==> src/hw/rtl/fcbs_pkg.sv <==
// ----------------------------------------------------------------------------
// fcbs_pkg: shared types and constants
// Formats, memory sizes, operation codes and the command and status
// structs between the controller and the datapath.
// ----------------------------------------------------------------------------
`default_nettype none

package fcbs_pkg;

    localparam int MAX_TAPS  = 1024;
    localparam int TAP_AW    = 10;
    localparam int CHANNELS  = 2;
    localparam int CH_W      = 1;
    localparam int MEM_DEPTH = 2048;
    localparam int MEM_AW    = 11;
    localparam int LEN_W     = 11;
    localparam int SMP_W     = 24;
    localparam int FADE_W    = 17;
    localparam int PROD_W    = 48;
    localparam int ACC_W     = 58;
    localparam int SUM_W     = 38;
    localparam int DIFF_W    = 39;
    localparam int PADDR_W   = 2;
    localparam int PDATA_W   = 32;

    localparam logic [FADE_W-1:0] FADE_ONE   = 17'd65536;
    localparam logic [FADE_W-1:0] RESET_STEP = 17'd137;
    localparam logic [LEN_W-1:0]  RESET_LEN  = 11'd257;
    localparam logic [LEN_W-1:0]  LEN_MAX    = 11'd1024;

    localparam logic [2:0] OP_SAMPLE     = 3'd0;
    localparam logic [2:0] OP_TAP_WRITE  = 3'd1;
    localparam logic [2:0] OP_COMMIT     = 3'd2;
    localparam logic [2:0] OP_CLEAR      = 3'd3;
    localparam logic [2:0] OP_COMMIT_NOW = 3'd4;

    localparam logic KIND_SAMPLE = 1'b0;
    localparam logic KIND_STATUS = 1'b1;

    localparam logic [PADDR_W-1:0] ADDR_FADE_STEP = 2'd0;

    typedef struct packed {
        logic [2:0]              operation;
        logic [CH_W-1:0]         channel;
        logic signed [SMP_W-1:0] sample_in;
        logic [TAP_AW-1:0]       tap_index;
        logic signed [SMP_W-1:0] tap_value;
        logic [LEN_W-1:0]        tap_length;
    } t_in_word;

    typedef struct packed {
        logic                    result_kind;
        logic signed [SMP_W-1:0] sample_out;
        logic                    accepted;
        logic                    fading_now;
    } t_out_word;

    typedef struct packed {
        logic sweep_init;
        logic sweep_clr;
        logic capture;
        logic tap_wr;
        logic commit;
        logic samp_wr;
        logic mac_run;
        logic pass_b;
        logic save_a;
        logic save_b;
        logic mix1;
        logic mix2;
        logic mix3;
        logic emit;
    } t_cmd;

    typedef struct packed {
        logic sweep_last;
        logic mac_done;
        logic fading;
        logic out_free;
        logic commit_clr;
    } t_status;

endpackage

`default_nettype wire

==> src/hw/rtl/fcbs_ctrl.sv <==
// ----------------------------------------------------------------------------
// fcbs_ctrl: sequencing controller
// Runs the reset and clear sweeps and walks each word through its tap write, commit or filter phases.
// ----------------------------------------------------------------------------
`default_nettype none

module fcbs_ctrl (
    input  wire logic             i_clk,
    input  wire logic             i_rst_n,
    input  wire logic             i_in_valid,
    input  wire logic [2:0]       i_op,
    input  wire fcbs_pkg::t_status i_st,
    output logic                  o_in_ready,
    output fcbs_pkg::t_cmd        o_cmd
);

    localparam logic [3:0] ST_INIT   = 4'd0;
    localparam logic [3:0] ST_IDLE   = 4'd1;
    localparam logic [3:0] ST_TAP    = 4'd2;
    localparam logic [3:0] ST_COMMIT = 4'd3;
    localparam logic [3:0] ST_SWR    = 4'd4;
    localparam logic [3:0] ST_MACA   = 4'd5;
    localparam logic [3:0] ST_MACB   = 4'd6;
    localparam logic [3:0] ST_MIX1   = 4'd7;
    localparam logic [3:0] ST_MIX2   = 4'd8;
    localparam logic [3:0] ST_MIX3   = 4'd9;
    localparam logic [3:0] ST_EMIT   = 4'd10;
    localparam logic [3:0] ST_CLR    = 4'd11;

    logic [3:0] r_state, n_state;
    logic       r_clr_pend, n_clr_pend;

    always_ff @(posedge i_clk) begin
        if (!i_rst_n) begin
            r_state    <= ST_INIT;
            r_clr_pend <= 1'b0;
        end else begin
            r_state    <= n_state;
            r_clr_pend <= n_clr_pend;
        end
    end

    always_comb begin
        n_state    = r_state;
        n_clr_pend = r_clr_pend;
        o_cmd      = '0;
        o_in_ready = 1'b0;
        unique case (r_state)
            ST_INIT: begin
                o_cmd.sweep_init = 1'b1;
                if (i_st.sweep_last) n_state = ST_IDLE;
            end
            ST_IDLE: begin
                o_in_ready  = 1'b1;
                o_cmd.capture = i_in_valid;
                if (i_in_valid) begin
                    unique case (i_op)
                        fcbs_pkg::OP_SAMPLE:     n_state = ST_SWR;
                        fcbs_pkg::OP_TAP_WRITE:  n_state = ST_TAP;
                        fcbs_pkg::OP_COMMIT:     n_state = ST_COMMIT;
                        fcbs_pkg::OP_COMMIT_NOW: n_state = ST_COMMIT;
                        fcbs_pkg::OP_CLEAR:      n_state = ST_CLR;
                        default:                 n_state = ST_IDLE;
                    endcase
                end
            end
            ST_TAP: begin
                o_cmd.tap_wr = 1'b1;
                n_state      = ST_IDLE;
            end
            ST_COMMIT: begin
                o_cmd.commit = 1'b1;
                n_clr_pend   = i_st.commit_clr;
                n_state      = ST_EMIT;
            end
            ST_SWR: begin
                o_cmd.samp_wr = 1'b1;
                n_state       = ST_MACA;
            end
            ST_MACA: begin
                o_cmd.mac_run = 1'b1;
                if (i_st.mac_done) begin
                    o_cmd.save_a = 1'b1;
                    n_state      = i_st.fading ? ST_MACB : ST_MIX1;
                end
            end
            ST_MACB: begin
                o_cmd.mac_run = 1'b1;
                o_cmd.pass_b  = 1'b1;
                if (i_st.mac_done) begin
                    o_cmd.save_b = 1'b1;
                    n_state      = ST_MIX1;
                end
            end
            ST_MIX1: begin
                o_cmd.mix1 = 1'b1;
                n_state    = ST_MIX2;
            end
            ST_MIX2: begin
                o_cmd.mix2 = 1'b1;
                n_state    = ST_MIX3;
            end
            ST_MIX3: begin
                o_cmd.mix3 = 1'b1;
                n_state    = ST_EMIT;
            end
            ST_EMIT: begin
                if (i_st.out_free) begin
                    o_cmd.emit = 1'b1;
                    n_clr_pend = 1'b0;
                    n_state    = r_clr_pend ? ST_CLR : ST_IDLE;
                end
            end
            ST_CLR: begin
                o_cmd.sweep_clr = 1'b1;
                if (i_st.sweep_last) n_state = ST_IDLE;
            end
            default: n_state = ST_INIT;
        endcase
    end

endmodule

`default_nettype wire

==> config.mk <==
export PLATFORM = sky130hd
export DESIGN_NAME = fcbs_ctrl
export DESIGN_NICKNAME = d
export VERILOG_FILES = /design/src/hw/rtl/fcbs_pkg.sv /design/src/hw/rtl/fcbs_ctrl.sv
export SDC_FILE = /design/constraint.sdc
export NUM_CORES = 1
export LEC_CHECK = 0
export BUFFER_PORTS_ARGS = -buffer_cell sky130_fd_sc_hd__buf_2
export CAP_MARGIN = 10
export CORE_AREA = 2 2 39 41
export CTS_BUF_LIST = sky130_fd_sc_hd__clkbuf_8 sky130_fd_sc_hd__clkbuf_16
export DETAILED_ROUTE_END_ITERATION = 8
export DIE_AREA = 0 0 41 43
export GPL_TIMING_DRIVEN = 0
export PLACE_DENSITY = 0.71
export SYNTH_ARGS = -nofsm -noshare
export SYNTH_HDL_FRONTEND = slang
export SYNTH_SLANG_ARGS = --single-unit
==> constraint.sdc <==
create_clock -name i_clk -period 3.1 [get_ports i_clk]
set_clock_uncertainty 0.2 [all_clocks]
set_input_delay 0.31 -clock i_clk [delete_from_list [all_inputs] [get_ports i_clk]]
set_output_delay 0.31 -clock i_clk [all_outputs]
set_load 0.1 [all_outputs]
==> flow_summary.toml <==
[outcome]
status = "finished clean"

[worst_setup_path]
startpoint = "r_state[0]$_SDFFE_PN0P_"
worstPathCellList = "buf_6 -> clkbuf_1 -> nand2b_1 -> nor3_2 -> buf_2"
critPathMaxFanout = 10
path_class = "reg2out"
worstPathArrival_ns = 1.76
critical_path.reg2reg.endpoint = "r_state[3]$_SDFFE_PN0P_"
worst_r2r_startpoint = "r_state[3]$_SDFFE_PN0P_"
timing.critical_path.to_type = "output port"
timing.reg2reg.worst_path_depth = 7
critical_path_required_ns = 2.59
kind_of_launch_point_of_the_worst_setup_path = "flip-flop"
max_stage_delay_ns = 0.44
cp-endpoint = "o_in_ready"
slowest_stage = "sky130_fd_sc_hd__buf_2"
setup.reg_to_reg.worst_slack_ns = 1.28

[clock_tree]
worst_skew_pair.late_latency_ns = 0.22
cts-htree-levels = 1
cts.path.max_buffers = 2
postCtsSetupBuffers = 0
cts_buffers = 3
post_cts_resize_count = 0
tritoncts = "built"
clock_tree_root_buffer_cell = "sky130_fd_sc_hd__clkbuf_8"
clkTransAtPathRegs_ns = 0.03
cts_hold_buffers = 0
clkSinkCount = 5

[sta]
fmax_ghz = 0.440
grt_setup_unrepaired = "false"
slew-limit-headroom_pct = 66.0
layout_setup_ws_ns = 0.825
final_min_period_over_clock_period_pct = 73.4
whs_ns = 0.129
period_minus_slack_ns = 2.27
final-hold-violation-count = 0
setup_viol = 0
worstMarginPinSlew_ns = 0.510
timing.final.max_slew_violations = 0

[routing]
num_vias = 693
antenna_left = 0
detail_route.wl_per_cell_um = 13.0
initialDrtViolationCount = 35
drt_wl_total_um = 1610
detailed_router_iteration_count_before_antenna_repair = 4
drc = 0
post_drt_via_cell_ratio = 5.59

[global_route]
grt_max_degree = 11
grt_pass1_wl_um = 2440
grt_antenna_before_repair = 0
vias_in_the_first_global_route = 566
globalRouteTotalUtil_pct = 21.0
grt-ovfl-total = 0

[flow_run]
maxCapViolations = 0

[final_layout]
num-fill-cells = 147
area_delta_synth_final_pct = 40.3
antennaDiodeCount = 0
layout.core_utilization_pct = 54.4
drive_above_1_share_pct = 35.2
fin_nets = 120

[power]
leakage_uw = 0.000372
total_switching_power_uw = 502
power.share.sequential_pct = 11.3
p_per_area_nw_per_um2 = 1090
cell_internal_pwr_uw = 320
p_comb_share_pct = 74.5
vdd_drop_max_mv = 0.637
power.clock.fraction_pct = 14.2
swShare_pct = 61.0

[yosys]
syn_avg_cell_area_um2 = 6.79
seq_area_frac_synth_pct = 18.6
ys_top_cells_by_count = "10 x sky130_fd_sc_hd__nor2_1, 9 x sky130_fd_sc_hd__nand2_1, 7 x sky130_fd_sc_hd__nor3_1"
async_s_r_ff_share_synth_pct = 0
syn_area_um2 = 537
syn_nets = 90
post_synth_inst_count = 79
synth_cell_type_count = 32
yosys_most_used_dff = "sky130_fd_sc_hd__dfxtp_1"
synth-warning-count = 0
yosysMostFrequentCell = "sky130_fd_sc_hd__nor2_1"
synthDominantAreaCellType = "sky130_fd_sc_hd__dfxtp_1"
yosys_register_bits = 5
synth_edf_count = 0
netlist.area_leader.share_pct = 18.6
cells_taking_the_most_area_after_synthesis = "sky130_fd_sc_hd__dfxtp_1 19%, sky130_fd_sc_hd__nor2_1 7.0%, sky130_fd_sc_hd__nor3_1 6.5%"

[floorplanning]
placement_rows = 14
initial_utilization_pct = 38.8
io_pins = 26
fp.coreArea_um2 = 1380
die_height_um = 43
die_area_um2 = 1760
die_w_um = 41

[hold_path]
hold_path.class = "in2reg"

[place]
detailedPlace.worstSlack_ns = 1.07
final_replace_weighted_congestion = 0.824
place.detailed.hpwl_um = 1260
portBuffers = 25
-- worst min-delay path by stage --
stage	from	end	slack, ns	cells after the start
final	i_st[0]	r_clr_pend$_SDFFE_PN0P_	0.13	3
after global placement	i_st[0]	r_clr_pend$_SDFFE_PN0P_	0.36	3
after detailed placement	i_st[0]	r_clr_pend$_SDFFE_PN0P_	0.37	3
after global routing	i_st[0]	r_clr_pend$_SDFFE_PN0P_	0.15	3
after floorplan	i_rst_n	r_state[3]$_SDFFE_PN0P_	0.24	2
after CTS	i_st[0]	r_clr_pend$_SDFFE_PN0P_	0.13	3
-- power groups by stage --
stage	Sequential [uW]	Combinational (uW)	Clock [uW]
final	93.0	612	117
after global placement	93.9	601	0
after floorplan	91.8	521	0
after detailed placement	94.0	611	0
after global routing	94.9	649	124
after CTS	93.0	612	121
-- cells by family after synthesis --
kind of cell              after synthesis  share of synthesized area, %
and+or+nand+nor                        42                          40.8
AOI/OAI and AO/OA                      20                          25.9
buffers and inverters                  10                          11.4
DFF                                     5                          18.6
xor gates and xnor gates                2                          3.26
-- metrics by stage --
| stage | instances | instance area, um^2 | TNS [ns] | total power (uW) |
|---|---|---|---|---|
| after floorplan | 79 | 563 | -0.238 | 613 |
| after global placement | 120 | 708 | 0 | 695 |
| after detailed placement | 120 | 708 | 0 | 705 |
| after CTS | 124 | 753 | 0 | 826 |
| after global routing | 124 | 753 | 0 | 868 |
| final | 124 | 753 | 0 | 822 |
-- layout by cell type, fill, tap and decap left out, types with 2 or more instances in the layout --
cell type / instances
sky130_fd_sc_hd__nor3_2: 4
sky130_fd_sc_hd__o21ai_0: 2
sky130_fd_sc_hd__nand2b_1: 4
sky130_fd_sc_hd__inv_1: 4
sky130_fd_sc_hd__nor2_1: 10
sky130_fd_sc_hd__nand2_1: 9
sky130_fd_sc_hd__and4b_1: 2
sky130_fd_sc_hd__clkbuf_8: 3
sky130_fd_sc_hd__dfxtp_1: 5
sky130_fd_sc_hd__nor2b_1: 3
sky130_fd_sc_hd__buf_2: 26
sky130_fd_sc_hd__buf_6: 3
sky130_fd_sc_hd__nor3_1: 3
sky130_fd_sc_hd__a21oi_1: 4
sky130_fd_sc_hd__o21ai_1: 2
sky130_fd_sc_hd__o22ai_1: 2
sky130_fd_sc_hd__o2111ai_1: 2
sky130_fd_sc_hd__clkbuf_1: 3
-- worst max-delay path, delay by kind of cell (launching register included) --
| family | cells | cell delay (ns) |
|---|---|---|
| and+or+nand+nor | 2 | 0.29 |
| buffers and inverters | 3 | 0.91 |
| DFF | 1 | 0.32 |
-- cell type report --
type / instances / area [um^2] / share of cell area (%)
tap: 16 / 20.0 / 2.66
buffer: 7 / 50.0 / 6.64
inverter: 3 / 11.3 / 1.50
sequential: 5 / 100 / 13.3
clock inverter: 1 / 3.75 / 0.498
multi-input combinational: 64 / 402 / 53.3
clock buffer: 3 / 41.3 / 5.48
timing repair buffer: 25 / 125 / 16.6
-- sequential cells by signal, summed over array words and instances, names as in the netlist --
| signal | count |
|---|---|
| r_state | 4 |
| r_clr_pend | 1 |
-- routing by layer --
metal  up-vias  global-route usage [%]  share of wire, %
met5         -                       0                 0
met4         0                    8.00               2.3
met3         6                    9.95               8.0
met2        26                    33.4                51
met1       317                    22.8                39
li1        344                       -                 -
Power figures use the tool's default switching activity.
